$ cat src/satq_pkg.sv
// satq_pkg: shared constants, control word layout and microcode rom for the
// summed-area table query block. no dependencies.

package satq_pkg;

    localparam int MAX_ROWS  = 64;
    localparam int MAX_COLS  = 64;
    localparam int ROW_W     = $clog2(MAX_ROWS);
    localparam int COL_W     = $clog2(MAX_COLS);
    localparam int ADDR_W    = ROW_W + COL_W;
    localparam int DEPTH     = 1 << ADDR_W;
    localparam int FIELD_W   = 6;
    localparam int VAL_W     = 32;
    localparam int SUM_W     = 45;
    localparam int SIZE_W    = 7;
    localparam int CFG_IDX_W = 1;
    localparam int STEP_W    = 4;

    localparam logic CMD_LOAD  = 1'b0;
    localparam logic CMD_QUERY = 1'b1;

    localparam logic [CFG_IDX_W-1:0] REG_ROWS = 1'b0;
    localparam logic [CFG_IDX_W-1:0] REG_COLS = 1'b1;

    // memory address sources
    localparam logic [2:0] ADDR_ABOVE = 3'd0;
    localparam logic [2:0] ADDR_LOAD  = 3'd1;
    localparam logic [2:0] ADDR_BR    = 3'd2;
    localparam logic [2:0] ADDR_TR    = 3'd3;
    localparam logic [2:0] ADDR_BL    = 3'd4;
    localparam logic [2:0] ADDR_TL    = 3'd5;

    // accumulator operations
    localparam logic [2:0] ACC_HOLD  = 3'd0;
    localparam logic [2:0] ACC_CLEAR = 3'd1;
    localparam logic [2:0] ACC_LOAD  = 3'd2;
    localparam logic [2:0] ACC_ADD   = 3'd3;
    localparam logic [2:0] ACC_SUB   = 3'd4;
    localparam logic [2:0] ACC_ROW   = 3'd5;

    // read data gating: entries left of or above the table read as zero
    localparam logic [2:0] GATE_ONE = 3'd0;
    localparam logic [2:0] GATE_ROW = 3'd1;
    localparam logic [2:0] GATE_T   = 3'd2;
    localparam logic [2:0] GATE_L   = 3'd3;
    localparam logic [2:0] GATE_TL  = 3'd4;

    localparam logic [1:0] JMP_NONE   = 2'd0;
    localparam logic [1:0] JMP_ALWAYS = 2'd1;
    localparam logic [1:0] JMP_CMD    = 2'd2;
    localparam logic [1:0] JMP_BAD    = 2'd3;

    localparam logic [STEP_W-1:0] STEP_IDLE = 4'd0;
    localparam logic [STEP_W-1:0] STEP_L0   = 4'd1;
    localparam logic [STEP_W-1:0] STEP_L1   = 4'd2;
    localparam logic [STEP_W-1:0] STEP_L2   = 4'd3;
    localparam logic [STEP_W-1:0] STEP_Q0   = 4'd4;
    localparam logic [STEP_W-1:0] STEP_Q1   = 4'd5;
    localparam logic [STEP_W-1:0] STEP_Q2   = 4'd6;
    localparam logic [STEP_W-1:0] STEP_Q3   = 4'd7;
    localparam logic [STEP_W-1:0] STEP_Q4   = 4'd8;
    localparam logic [STEP_W-1:0] STEP_EMIT = 4'd9;

    typedef struct packed {
        logic              wait_in;
        logic              mem_rd;
        logic              mem_wr;
        logic [2:0]        addr_sel;
        logic [2:0]        acc_op;
        logic [2:0]        gate;
        logic              rrs_add;
        logic              load_adv;
        logic              emit;
        logic [1:0]        jmp;
        logic [STEP_W-1:0] target;
    } ctrl_t;

    typedef struct packed {
        ctrl_t word;
        logic  fire;
    } seq_ctl_t;

    typedef struct packed {
        logic bad;
        logic out_stall;
    } dp_status_t;

    function automatic ctrl_t ucode(input logic [STEP_W-1:0] step);
        ctrl_t w;
        w = '0;
        case (step)
            STEP_IDLE:
            begin
                w.wait_in = 1'b1;
                w.jmp     = JMP_CMD;
                w.target  = STEP_Q0;
            end
            STEP_L0:
            begin
                w.mem_rd   = 1'b1;
                w.addr_sel = ADDR_ABOVE;
                w.rrs_add  = 1'b1;
            end
            STEP_L1:
            begin
                w.acc_op = ACC_ROW;
                w.gate   = GATE_ROW;
            end
            STEP_L2:
            begin
                w.mem_wr   = 1'b1;
                w.addr_sel = ADDR_LOAD;
                w.emit     = 1'b1;
                w.load_adv = 1'b1;
                w.jmp      = JMP_ALWAYS;
                w.target   = STEP_IDLE;
            end
            STEP_Q0:
            begin
                w.mem_rd   = 1'b1;
                w.addr_sel = ADDR_BR;
                w.acc_op   = ACC_CLEAR;
                w.jmp      = JMP_BAD;
                w.target   = STEP_EMIT;
            end
            STEP_Q1:
            begin
                w.mem_rd   = 1'b1;
                w.addr_sel = ADDR_TR;
                w.acc_op   = ACC_LOAD;
                w.gate     = GATE_ONE;
            end
            STEP_Q2:
            begin
                w.mem_rd   = 1'b1;
                w.addr_sel = ADDR_BL;
                w.acc_op   = ACC_SUB;
                w.gate     = GATE_T;
            end
            STEP_Q3:
            begin
                w.mem_rd   = 1'b1;
                w.addr_sel = ADDR_TL;
                w.acc_op   = ACC_SUB;
                w.gate     = GATE_L;
            end
            STEP_Q4:
            begin
                w.acc_op = ACC_ADD;
                w.gate   = GATE_TL;
            end
            STEP_EMIT:
            begin
                w.emit   = 1'b1;
                w.jmp    = JMP_ALWAYS;
                w.target = STEP_IDLE;
            end
            default:
            begin
                w.jmp    = JMP_ALWAYS;
                w.target = STEP_IDLE;
            end
        endcase
        return w;
    endfunction

    // a size of zero acts as one, a size above the limit acts as the limit
    function automatic logic [SIZE_W-1:0] eff_size(input logic [SIZE_W-1:0] r,
                                                   input int limit);
        logic [SIZE_W-1:0] res;
        if (r == '0)
            res = SIZE_W'(1);
        else if (32'(r) > limit)
            res = SIZE_W'(limit);
        else
            res = r;
        return res;
    endfunction

endpackage

$ cat src/satq_seq.sv
// satq_seq: step counter and microcode rom, issues one control word per cycle while no step holds.
// depends on satq_pkg.

module satq_seq (
    input  logic                 clk,
    input  logic                 rst_n,
    input  logic                 in_valid,
    input  logic                 in_cmd,
    input  satq_pkg::dp_status_t status,
    output satq_pkg::seq_ctl_t   ctl
);

    logic [satq_pkg::STEP_W-1:0] step_reg;
    logic [satq_pkg::STEP_W-1:0] step_next;
    satq_pkg::ctrl_t             word;
    logic                        fire;

    assign word = satq_pkg::ucode(step_reg);

    // a step holds while waiting for a word or for the output register to drain
    assign fire = (!word.wait_in || in_valid) && !(word.emit && status.out_stall);

    assign ctl.word = word;
    assign ctl.fire = fire;

    always_comb
    begin
        step_next = step_reg;
        if (fire)
        begin
            case (word.jmp)
                satq_pkg::JMP_NONE:   step_next = step_reg + 1'b1;
                satq_pkg::JMP_ALWAYS: step_next = word.target;
                satq_pkg::JMP_CMD:
                    step_next = (in_cmd == satq_pkg::CMD_QUERY) ? word.target
                                                                : step_reg + 1'b1;
                satq_pkg::JMP_BAD:
                    step_next = status.bad ? word.target : step_reg + 1'b1;
                default:              step_next = satq_pkg::STEP_IDLE;
            endcase
        end
    end

    always_ff @(posedge clk or negedge rst_n)
    begin
        if (!rst_n)
            step_reg <= satq_pkg::STEP_IDLE;
        else
            step_reg <= step_next;
    end

endmodule

$ cat config.mk
export PLATFORM = sky130hd
export DESIGN_NAME = satq_seq
export DESIGN_NICKNAME = d
export VERILOG_FILES = /design/src/satq_pkg.sv /design/src/satq_seq.sv
export SDC_FILE = /design/constraint.sdc
export NUM_CORES = 1
export LEC_CHECK = 0
export BUFFER_PORTS_ARGS = -buffer_cell sky130_fd_sc_hd__buf_4
export CORE_MARGIN = 3
export CORE_UTILIZATION = 42
export DETAILED_ROUTE_END_ITERATION = 7
export GPL_TIMING_DRIVEN = 0
export PLACE_DENSITY = 0.79
export SLEW_MARGIN = 20
export SYNTH_ARGS = -nofsm -noshare
export SYNTH_HDL_FRONTEND = slang
export SYNTH_SLANG_ARGS = --single-unit
$ cat constraint.sdc
create_clock -name clk -period 1.92 [get_ports clk]
set_clock_uncertainty 0.05 [all_clocks]
set_input_delay 0.192 -clock clk [delete_from_list [all_inputs] [get_ports clk]]
set_output_delay 0.192 -clock clk [all_outputs]
set_load 0.01 [all_outputs]
Word level (Yosys, flattened, before mapping)

Index checks and enable logic that the tools add are counted.

Bits in registers: 4
Input port bits: 6
Output and inout port bits: 22
Logic and storage cells: 37

Add/sub/neg operators: 1
Equal/unequal tests: 12
Multiplexer cells: 12
Reductions and logical operators: 11

Operators with widths:

| kind                                                                   | number |
|---|---|
| 3-bit one-hot mux with 5 select lines                                  | 2 |
| 6-bit one-hot mux with 3 select lines                                  | 1 |
| 4-bit by 3-bit equality test with 1-bit output (second input constant) | 4 |
| 4-bit one-hot mux with 4 select lines                                  | 1 |
| 3-bit one-hot mux with 4 select lines                                  | 1 |
| 4-bit by 2-bit equality test with 1-bit output (second input constant) | 2 |
| 4-bit equality test (second input constant)                            | 2 |
| 4-bit two-way mux                                                      | 2 |
| 6-bit OR reduction                                                     | 1 |
| 1-bit two-way mux                                                      | 5 |
| 5-bit OR reduction                                                     | 1 |
| 4-bit by 1-bit adder with 4-bit output (second input constant)         | 1 |
| 2-bit equality test (second input constant)                            | 2 |
| 4-bit by 1-bit equality test with 1-bit output (second input constant) | 1 |
| 4-bit logical NOT                                                      | 1 |
| 2-bit OR reduction                                                     | 2 |
| 2-bit by 1-bit equality test with 1-bit output (second input constant) | 1 |
| 1-bit logical AND                                                      | 2 |
| 1-bit logical NOT                                                      | 2 |
| 2-bit logical NOT                                                      | 1 |
| 1-bit logical OR                                                       | 1 |

Depth between registers and ports, before layout

Gate-level depths: netlist of run 1.

Depth in word-level cells: 6
Mapped depth: 7

Worst setup path after synthesis of run 1

No wires, ideal clock.

Path kind: register to output
From: register step_reg[1] in the netlist's numbering
To: output ctl[0] in the netlist's numbering
Arrival: 1475 ps
Data required time: 1678 ps
Slack: 203 ps
Stages on the path, launching flop included: 7
Path through: dfrtp_1 inv_1 ha_1 or4b_1 a21bo_4 inv_2 buf_4

Word-level cells in the longest chain between the ends: 6

RTL lines:

| item                                                                                         | RTL line       | text |
|---|---|---|
| start: declaration                                                                           | satq_seq.sv:13 | `logic [satq_pkg::STEP_W-1:0] step_reg;` |
| start signal: assignment                                                                     | satq_seq.sv:47 | `step_reg <= satq_pkg::STEP_IDLE;` |
| start signal: assignment                                                                     | satq_seq.sv:49 | `step_reg <= step_next;` |
| 4-bit by 2-bit equality test with 1-bit output / 4-bit equality test (equally long branches) | satq_pkg.sv:91 | `case (step)` |
| 2-bit OR reduction (no source line)                                                          | n/a            |  |
| 1-bit two-way mux                                                                            | satq_pkg.sv:91 |  |
| 1-bit logical AND                                                                            | satq_seq.sv:21 | `assign fire = (!word.wait_in \|\| in_valid) && !(word.emit && status.out_stall);` |
| 1-bit logical NOT                                                                            | satq_seq.sv:21 |  |
| 1-bit logical AND *                                                                          | satq_seq.sv:21 |  |
| end: declaration                                                                             | satq_seq.sv:10 | `output satq_pkg::seq_ctl_t ctl` |

Every way passes the cells marked *; elsewhere a longest branch is shown, timed or not.

Final worst setup path of run 1

From: register step_reg[0] in the netlist's numbering
To: output ctl[0] in the netlist's numbering

The elaborated chain is that of the path after synthesis.

==> results by group, run 1 <==
Floorplan
  – Die area: 0.001819 mm²
  – Die Y: 42.66 µm
  – Io pins: 28
  – Core area: 0.001186 mm²
  – Die X: 42.66 µm
  – Initial core utilization: 47.57%
  – FP Rows: 12

Global routing
  – Grt total ovfl: 0
  – Largest net degree at the start of global routing: 11
  – Initial antenna violation count: 0
  – Vias in the first global route: 604
  – Global-route wire length before repair: 2.684 mm
  – Overall global routing resource usage: 18.91%

Synthesis
  – Top cells by count, synth: nor2_1, a21oi_1, buf_4
  – Yosys warns: 0
  – Flops & latches, synth: 4
  – Mapped Area: 564.3 µm²
  – Synth Area per Inst: 7.143 µm²
  – Top-count cell post-synth: nor2_1
  – EDFF count, synth: 0
  – Sequential area share after synthesis: 17.74%
  – Synth area leaders: dfrtp_1, ha_1, buf_4, nor2_1, a21oi_1
  – Ys flop type: dfrtp_1
  – Synth Instances: 79
  – Synth top area share: 17.74%
  – Unique masters post-synth: 31
  – Ys async rst share: 100.0%
  – Yosys top cell by area: dfrtp_1
  – Synth Net Count: 89

Routing
  – Post-Route WL: 1.715 mm
  – Met2 routed WL: 905 µm
  – Metal3 WL: 117 µm
  – Via count: 699
  – Highest routed metal layer: met3
  – Initial drt markers: 33
  – ANT nets after route: 0
  – Drc violations: 0
  – WL/cell: 13.29 µm
  – Pre-Repair DR Iteration Count: 4
  – M1 WL: 692 µm
  – Vias/cell: 5.419

Layout
  – Share of layout cells above drive strength 1: 49.57%
  – Nets: 127
  – Layout Cells excl Fill: 129
  – Max reg flops: 4
  – # diodes: 0
  – Area grow syn2layout: 61.20%

STA
  – Max Slew Vio Count: 0
  – WHS: 0.2338 ns
  – Peak Freq: 0.5155 GHz
  – Total negative setup slack: -0.01979 ns
  – RSZ-0062 raised after global routing: true
  – Post-layout min period: 1.940 ns
  – Final WS setup: -0.01979 ns
  – Final hold violation count: 0
  – Share of the clock period used by the worst path: 101.0%
  – Final setup fails: 1

Critical path
  – Reg-to-reg endpoint: step_reg[2]
  – Worst Setup End Kind: primary output
  – Crit path launch: step_reg[0]
  – Worst setup SP type: register
  – CP arrival: 1.70 ns
  – Most used cell, CP: inv_4
  – Worst R2R Setup Slack: 0.05 ns
  – CP max FO: 5
  – Setup CP Type: reg -> out
  – Reg2Reg Launch Point: step_reg[0]
  – Max incr delay on CP: 0.44 ns
  – Crit path buf inv count: 3
  – Slowest CP cell: dfrtp_2
  – WP data required: 1.68 ns
  – Crit path cell chain: inv_4 > ha_4 > or4b_1 > a21bo_4 > inv_4 > buf_6
  – Largest delay share family, worst path: flip-flops
  – FF-to-FF path depth: 6

Power
  – Total power: 1.564 mW
  – Gate power share: 82.7%
  – Sw Share: 45.96%
  – Power Density: 1719 mW/mm²
  – Net switching power: 0.7186 mW
  – Worst IR Drop VDD: 1.022 mV
  – Clock power frac: 6.5%
  – P_int: 0.8450 mW
  – Reg power frac: 10.8%
  – Leakage Power: 0.4653 nW

Run status
  – Status: complete, but fails checks
  – Failing checks: negative setup slack

CTS
  – Worst-path clk slew: 0.04 ns
  – Maximum buffer depth of the clock tree: 2
  – CTS tree: built
  – H-tree depth: 1
  – Clock latency on the worst-skew pair: 0.23 ns
  – Root Driver: clkbuf_4
  – CTS sink cnt: 4
  – CTS buffer count: 3

Worst hold path
  – Hold crit path type: in -> async

Placement
  – IO buf count: 26
  – Gpl congestion: 0.8025
  – Inst Count DP: 119
  – DP Wirelength: 1.174 mm

Flow run
  – Max-Cap Viols: 0
[metrics by stage]
| stage | area [µm²] | setup slack (ns) | utilization [%] |
|---|---|---|---|
| CTS | 885.9 | -0.02397 | 74.68 |
| floorplan | 564.3 | 0.2030 | - |
| finish | 909.6 | -0.01979 | 76.69 |
| detailed placement | 777.0 | -0.05146 | 65.51 |
| global route | 909.6 | -0.08407 | 76.69 |
| global placement | 777.0 | -0.02687 | 65.51 |
[layout by cell type (no fill, tap or decap), drive strengths merged]
cell type,Yosys,routed
a21oi,8,8
and2,2,2
nor4,1,1
clkbuf,3,5
or4b,1,1
mux2,1,1
nor4b,1,1
and3,1,1
buf,7,40
a211oi,2,2
o21ai,5,5
ha,4,4
nand2b,2,2
nor2,11,11
nor2b,3,3
o22ai,3,3
dfrtp,4,4
inv,6,6
nand2,5,5
nor3,1,1
o31ai,1,1
a31oi,1,1
conb,1,1
o31a,1,1
a21bo,2,2
dlygate4sd3,0,1
and2b,2,2
[power groups by stage]
stage                     logic, mW  clock network, mW  registers, mW
final                          1.29              0.102          0.169
after floorplan               0.695                  0          0.146
after global routing           1.41              0.111          0.171
after global placement         1.08                  0          0.156
after CTS                      1.23              0.105          0.158
after detailed placement       1.10                  0          0.157
[cells by family (layout without fill, tap and decap cells)]
family / after synthesis / count (layout) / synth area share, %
and+or+nand+nor: 30 / 30 / 27.49
AOI/OAI and AO/OA: 23 / 23 / 27.27
buffers and inverters: 16 / 52 / 15.96
adders and majority gates: 4 / 4 / 8.870
DFF: 4 / 4 / 17.74
other: 1 / 1 / 0.6646
muxes: 1 / 1 / 1.995
[worst register-to-register path, stage by stage, from the launching register on]
cell     delay, ns
dfrtp_2       0.44
ha_2          0.19
buf_4         0.16
mux2_4        0.29
a21bo_4       0.23
buf_4         0.15
nor4b_4       0.26
[what timing repair did]
item                                    CTS  global route
endpoints found under the hold margin     4             0
endpoints found under the setup margin   10            12
gates resized for setup                  10             8
pin swaps                                 2             1
hold buffers                              1             0
setup buffers                             7             0
[area by class of cell]
cell class,count,area (µm²)
plain buffers,9,62.56
clock buffers,3,22.52
fillers,90,276.5
inverters,6,27.53
multi-input cells,59,416.7
flip-flops and latches,4,101.3
well taps,14,17.52
repair buffers,34,261.5
[per-layer routing]
layer  GRT usage, %  vias to the layer above
met5              0                        -
met1          22.19                      332
met4          1.863                        0
li1               -                      337
met2          34.43                       30
met3          5.508                        0
[worst max-delay path by stage]
stage | end | slack [ns] | cells after the start
after detailed placement | ctl[0] | -0.05 | 7
after global placement | ctl[0] | -0.03 | 7
after CTS | ctl[0] | -0.02 | 6
after global routing | ctl[0] | -0.08 | 6
after floorplan | ctl[0] | 0.20 | 6
final | ctl[0] | -0.02 | 6
No activity file was read; power rests on OpenSTA's default activity.
==> run 2: changes to the inputs <==
--- a/config.mk
+++ b/config.mk
@@ -11,6 +11,7 @@
 export DETAILED_ROUTE_END_ITERATION = 7
 export GPL_TIMING_DRIVEN = 0
 export PLACE_DENSITY = 0.79
+export SETUP_SLACK_MARGIN = 0.4
 export SLEW_MARGIN = 20
 export SYNTH_ARGS = -nofsm -noshare
 export SYNTH_HDL_FRONTEND = slang
==> run 2 against run 1 <==
  * The run now fails in 5_1_grt
  * Synthesized area stayed put
  * Synthesized cell count stayed put
==> results by group, run 2 <==
Run status
  – Status: aborted with a tool error
  – Last stage: 5_1_grt
  – First Err: [ERROR DPL-0038] Utilization greater than 100%, impossible to legalize

Floorplan
  – Io pins: 28
  – FP Rows: 12
  – Die Y: 42.66 µm
  – Initial core utilization: 47.57%
  – Die X: 42.66 µm

Synthesis
  – Yosys top cell by area: dfrtp_1
  – Ys async rst share: 100.0%
  – Top cells by count, synth: nor2_1, a21oi_1, buf_4
  – Synth Net Count: 89
  – Synth area leaders: dfrtp_1, ha_1, buf_4, nor2_1, a21oi_1
  – Top-count cell post-synth: nor2_1
  – Sequential area share after synthesis: 17.74%
  – Synth Instances: 79
  – Synth Area per Inst: 7.143 µm²
  – Mapped Area: 564.3 µm²
  – Ys flop type: dfrtp_1
  – EDFF count, synth: 0
  – Unique masters post-synth: 31
  – Synth top area share: 17.74%
  – Yosys warns: 0
  – Flops & latches, synth: 4

Global routing
  – Largest net degree at the start of global routing: 11

CTS
  – Root Driver: clkbuf_4
  – Maximum buffer depth of the clock tree: 2
  – H-tree depth: 1
  – CTS buffer count: 3
  – CTS sink cnt: 4

Placement
  – DP Wirelength: 1.196 mm
  – Gpl congestion: 0.8597
  – IO buf count: 26
  – Place WS: 0.07470 ns

STA
  – Worst_ep kind: primary output
  – Worst endpoint after global-route timing repair: ctl[0]
## run 2: cell counts after synthesis
No cell type changed its count.
## run 2: kinds of logic after synthesis
kind of cell	Yosys count	synth area share (%)
adder cells (fa/ha/maj)	4	8.870
AND/OR/NAND/NOR	30	27.49
buffers and inverters	16	15.96
AO/OA/AOI/OAI	23	27.27
other	1	0.6646
multiplexers	1	1.995
flip-flops	4	17.74
## run 2: repair_timing
item | in CTS
endpoints found under the setup margin | 24
gates resized for setup | 51
endpoints found under the hold margin | 4
hold buffers | 1
pin swaps | 12
setup buffers | 18
cloned | 0
## run 2: metrics by stage
step,std cells,hold WS (ns),cell area [µm²],utilization (%)
floorplan,79,-0.1536,583.1,-
global placement,119,-0.06151,795.8,67.09
detailed placement,119,-0.05895,795.8,67.09
CTS,141,0.2534,1141,96.20
==> run 3: changes to the inputs <==
--- a/config.mk
+++ b/config.mk
@@ -6,12 +6,11 @@
 export NUM_CORES = 1
 export LEC_CHECK = 0
 export BUFFER_PORTS_ARGS = -buffer_cell sky130_fd_sc_hd__buf_4
-export CORE_MARGIN = 3
-export CORE_UTILIZATION = 42
+export CORE_AREA = 3 3 64 66
 export DETAILED_ROUTE_END_ITERATION = 7
+export DIE_AREA = 0 0 67 69
 export GPL_TIMING_DRIVEN = 0
-export PLACE_DENSITY = 0.79
-export SETUP_SLACK_MARGIN = 0.4
+export PLACE_DENSITY_LB_ADDON = 0.15
 export SLEW_MARGIN = 20
 export SYNTH_ARGS = -nofsm -noshare
 export SYNTH_HDL_FRONTEND = slang
==> run 3 against run 2 <==
  * The flow now finishes, with violations (negative setup slack)
==> results by group, run 3 (same netlist as run 1, synthesis figures left out) <==
Layout
  – Layout Cells excl Fill: 166
  – Commonest non-fill, non-tap cell in the layout: buf_4
  – Multi-input logic area: 434.2 µm²
  – Share of layout cells above drive strength 1: 55.93%
  – Nets: 130
  – Area grow syn2layout: 81.15%
  – FF/Latch Area: 101.3 µm²
  – Final Core Density: 28.13%
  – Layout fillers: 415
  – Commonest cells after routing, fill and taps aside: buf_4, nor2_1, a21oi_1, nand2_1
  – # diodes: 0
  – Max reg flops: 4

Critical path
  – Crit path launch: step_reg[1]
  – FF-to-FF path depth: 8
  – Largest delay share family, worst path: simple AND/OR/NAND/NOR gates
  – CP arrival: 1.69 ns
  – CP max FO: 4
  – Max incr delay on CP: 0.45 ns
  – Setup CP Type: reg -> out
  – Crit path buf inv count: 3
  – Reg2Reg Launch Point: step_reg[1]
  – Worst R2R Setup Slack: 0.11 ns
  – WP data required: 1.68 ns
  – Reg-to-reg endpoint: step_reg[1]
  – Slowest CP cell: or4b_4
  – Worst Setup End Kind: primary output
  – Worst setup SP type: register
  – Crit path cell chain: inv_2 > ha_4 > or4b_4 > a21bo_4 > inv_4 > buf_6

Routing
  – Pre-Repair DR Iteration Count: 4
  – Vias/cell: 4.012
  – ANT nets after route: 0
  – Post-Route WL: 1.946 mm
  – Initial drt markers: 34
  – Drc violations: 0
  – Via count: 666
  – WL/cell: 11.72 µm

Worst hold path
  – Hold crit path type: in -> async

Global routing
  – Grt total ovfl: 0
  – Overall global routing resource usage: 8.572%
  – Initial antenna violation count: 0
  – Largest net degree at the start of global routing: 11
  – Global-route wire length before repair: 3.201 mm
  – Vias in the first global route: 672

CTS
  – CTS buffer count: 3
  – Worst-path clk slew: 0.03 ns
  – Maximum buffer depth of the clock tree: 2
  – CTS sink cnt: 4
  – H-tree depth: 1
  – CTS tree: built
  – Clock latency on the worst-skew pair: 0.21 ns
  – Root Driver: clkbuf_8

STA
  – RSZ-0062 raised after global routing: true
  – Peak Freq: 0.5179 GHz
  – WHS: 0.2606 ns
  – Max Slew Vio Count: 0
  – Share of the clock period used by the worst path: 100.6%
  – Post-layout min period: 1.931 ns
  – Total negative setup slack: -0.01074 ns
  – Final setup fails: 1
  – Final WS setup: -0.01074 ns
  – Final hold violation count: 0

Power
  – Gate power share: 80.8%
  – P_int: 0.9924 mW
  – Clock power frac: 9.8%
  – Leakage Power: 0.4857 nW
  – Total power: 1.742 mW
  – Net switching power: 0.7492 mW
  – Worst IR Drop VDD: 0.4176 mV
  – Reg power frac: 9.3%
  – Power Density: 1704 mW/mm²
  – Sw Share: 43.02%

Floorplan
  – FP Rows: 22
  – Die Y: 69 µm
  – Core area: 0.003633 mm²
  – Die area: 0.004623 mm²
  – Io pins: 28
  – Initial core utilization: 15.53%
  – Die X: 67 µm

Placement
  – Inst Count DP: 153
  – DP Wirelength: 1.428 mm
  – IO buf count: 26
  – Gpl congestion: 0.7763

Flow run
  – Max-Cap Viols: 0

Run status
  – Status: complete, but fails checks
  – Failing checks: negative setup slack
==> run 3: final cells by class <==
class | count | share of cell area [%]
timing repair buffer | 37 | 28.15
buffer | 9 | 7.099
inverter | 6 | 2.448
clock buffer | 3 | 4.039
multi-input combinational | 59 | 42.47
sequential | 4 | 9.914
tap | 48 | 5.875
==> run 3: how the worst max path moves through the flow <==
stage | endpoint | slack, ns | cells after the start
global route | ctl[0] | -0.08 | 6
global placement | ctl[13] | -0.10 | 7
finish | ctl[0] | -0.01 | 6
detailed placement | ctl[13] | -0.1 | 7
floorplan | ctl[0] | 0.20 | 6
CTS | ctl[0] | 0.00001 | 6
==> run 3: power groups by stage <==
stage	sequential [mW]	clock [mW]	combinational (mW)
after CTS	0.159	0.175	1.31
after global routing	0.169	0.182	1.56
after global placement	0.156	0	1.13
after detailed placement	0.156	0	1.13
final	0.162	0.171	1.41
after floorplan	0.146	0	0.695
==> run 3: through the flow <==
stage          instance area (µm²)  worst slack (ns)
2_1_floorplan                564.3            0.2030
3_3_place_gp                 819.5           -0.1003
3_5_place_dp                 819.5          -0.09536
4_1_cts                      963.4        0.00001288
5_1_grt                       1022          -0.08202
6_report                      1022          -0.01074
==> run 3: timing repair <==
item                       CTS  global route
buffers inserted             7             3
cloned                       0             0
pin swaps                    2             2
setup endpoints to repair   12            16
resized for setup           16            12
hold buffers                 1             0
hold endpoints to repair     4             0
==> run 3: worst register-to-register path, cell delays in order (launching register included) <==
cell and delay, ns:
dfrtp_1 0.40, inv_2 0.11, ha_4 0.16, or4b_4 0.45, a21bo_4 0.22, inv_4 0.04, buf_4 0.13, nand2_1 0.07
o22ai_2 0.06
==> run 3: metal layers <==
layer	GRT usage [%]	up-vias	part of all wire (%)
met3	1.629	0	8.4
met1	11.54	301	45
li1	-	341	-
met5	0	-	0
met2	13.86	24	46
met4	2.027	0	0
==> run 4: changes to the inputs <==
--- a/config.mk
+++ b/config.mk
@@ -6,11 +6,12 @@
 export NUM_CORES = 1
 export LEC_CHECK = 0
 export BUFFER_PORTS_ARGS = -buffer_cell sky130_fd_sc_hd__buf_4
-export CORE_AREA = 3 3 64 66
+export CORE_AREA = 2 2 63 65
 export DETAILED_ROUTE_END_ITERATION = 7
-export DIE_AREA = 0 0 67 69
+export DIE_AREA = 0 0 65 67
 export GPL_TIMING_DRIVEN = 0
 export PLACE_DENSITY_LB_ADDON = 0.15
+export RECOVER_POWER = 50
 export SLEW_MARGIN = 20
 export SYNTH_ARGS = -nofsm -noshare
 export SYNTH_HDL_FRONTEND = slang
==> run 4 against run 3 <==
  * Routed wire length shrank 4.5%
  * Combinational power shrank 9%
  * Register-to-register slack is essentially flat
  * Largest power group unchanged
  * Setup slack gained 0.0091 ns
  * The run still ends with negative setup slack left
  * Critical path depth is the same
==> results by group, run 4 (same netlist as run 1, synthesis figures left out) <==
Layout
  – Nets: 129
  – Final instance area: 967.2 µm²
  – Layout Cells excl Fill: 165
  – Max reg flops: 4
  – # diodes: 0
  – Multi-input logic area: 404.1 µm²
  – Commonest cells after routing, fill and taps aside: buf_4, nor2_1, a21oi_1, nand2_1
  – Area grow syn2layout: 71.40%
  – Final Core Density: 26.82%
  – Commonest non-fill, non-tap cell in the layout: buf_4
  – FF/Latch Area: 101.3 µm²
  – Layout fillers: 418
  – Share of layout cells above drive strength 1: 49.57%

STA
  – Final WS setup: -0.001639 ns
  – WHS: 0.2859 ns
  – RSZ-0062 raised after global routing: true
  – Final hold violation count: 0
  – Max Slew Vio Count: 0
  – Post-layout min period: 1.922 ns
  – Peak Freq: 0.5204 GHz
  – Share of the clock period used by the worst path: 100.1%
  – Final setup fails: 1
  – Total negative setup slack: -0.001639 ns

Critical path
  – Setup CP Type: reg -> out
  – Slowest CP cell: or4b_1
  – WP data required: 1.68 ns
  – Largest delay share family, worst path: simple AND/OR/NAND/NOR gates
  – CP arrival: 1.68 ns
  – FF-to-FF path depth: 8
  – Crit path buf inv count: 3
  – CP max FO: 4
  – Worst Setup End Kind: primary output
  – Worst path depth: 6
  – Max incr delay on CP: 0.43 ns
  – Crit path cell chain: inv_2 > ha_4 > or4b_1 > a21bo_4 > inv_4 > buf_6
  – Worst setup SP type: register

Routing
  – WL/cell: 11.26 µm
  – Initial drt markers: 26
  – Pre-Repair DR Iteration Count: 4
  – Post-Route WL: 1.858 mm
  – ANT nets after route: 0
  – Vias/cell: 4.139
  – Via count: 683
  – Drc violations: 0

Floorplan
  – Io pins: 28
  – Die area: 0.004355 mm²
  – Core area: 0.003606 mm²
  – FP Rows: 22
  – Initial core utilization: 15.65%
  – Die Y: 67 µm
  – Die X: 65 µm

Global routing
  – Overall global routing resource usage: 8.731%
  – Global-route wire length before repair: 2.946 mm
  – Vias in the first global route: 680
  – Grt total ovfl: 0
  – Initial antenna violation count: 0
  – Largest net degree at the start of global routing: 11

Power
  – Power Density: 1674 mW/mm²
  – Total power: 1.619 mW
  – Worst IR Drop VDD: 0.3295 mV
  – Leakage Power: 0.4687 nW

CTS
  – CTS buffer count: 3
  – Maximum buffer depth of the clock tree: 2
  – Worst-path clk slew: 0.03 ns
  – H-tree depth: 1
  – Clock latency on the worst-skew pair: 0.21 ns
  – Root Driver: clkbuf_8
  – CTS sink cnt: 4
  – CTS tree: built

Placement
  – Inst Count DP: 153
  – DP Wirelength: 1.364 mm
  – Place WS: -0.08324 ns
  – IO buf count: 26
  – Gpl congestion: 0.7319
  – Dpl cell area: 819.5 µm²

Flow run
  – Max-Cap Viols: 0

Worst hold path
  – Hold crit path type: in -> async

Run status
  – Failing checks: negative setup slack
  – Status: complete, but fails checks
run 4: changes by cell type in the layout (fill, tap and decap cells not counted), moves of 2 or more:
cell,delta
ha_1,+3
and2_0,+2
ha_2,-2
and2_1,-2
buf_4,-2
run 4: power breakdown:
part / internal, mW / leakage (nW) / switching, mW
clock: 0.133 / 0.0216 / 0.0395
combinational: 0.653 / 0.396 / 0.631
sequential: 0.120 / 0.0515 / 0.0416
total: 0.906 / 0.469 / 0.713
run 4: timing repair:
item	4_1_cts	5_1_grt
buffers inserted	8	1
resized for setup	13	4
endpoints found under the setup margin	12	7
pin swaps	2	1
hold buffers	1	0
hold endpoints to repair	4	0
run 4: worst reg2reg max path, delay by kind of cell, from the launching register on:
kind / cells / cell delay, ns
flops: 1 / 0.40
compound gates: 3 / 0.36
simple gates: 1 / 0.43
fa+ha+maj: 1 / 0.16
buf+inv: 3 / 0.29
run 4: worst paths after layout:
path | slack, ns | start | end
min in group clk | 0.33 | in_cmd | step_reg[0]
worst min-delay path | 0.29 | rst_n | step_reg[2]
worst max register to register | 0.10 | step_reg[1] | step_reg[0]
max in group asynchronous | 1.33 | rst_n | step_reg[0]
worst min register to register | 0.47 | step_reg[0] | step_reg[0]
worst max-delay path | -0.002 | step_reg[1] | ctl[0]
run 4: cell type report:
cell class	instances	share of cell area [%]
inverter	6	2.587
sequential	4	10.48
clock buffer	3	4.269
tap	48	6.210
multi-input combinational	59	41.79
buffer	9	6.468
timing repair buffer	36	28.20
run 4: per-layer routing:
metal | global-route usage [%] | up-vias | part of all wire (%)
li1 | - | 338 | -
met1 | 10.81 | 323 | 45
met4 | 1.596 | 0 | 0
met5 | 0 | - | 0
met2 | 15.21 | 22 | 49
met3 | 2.365 | 0 | 6.0
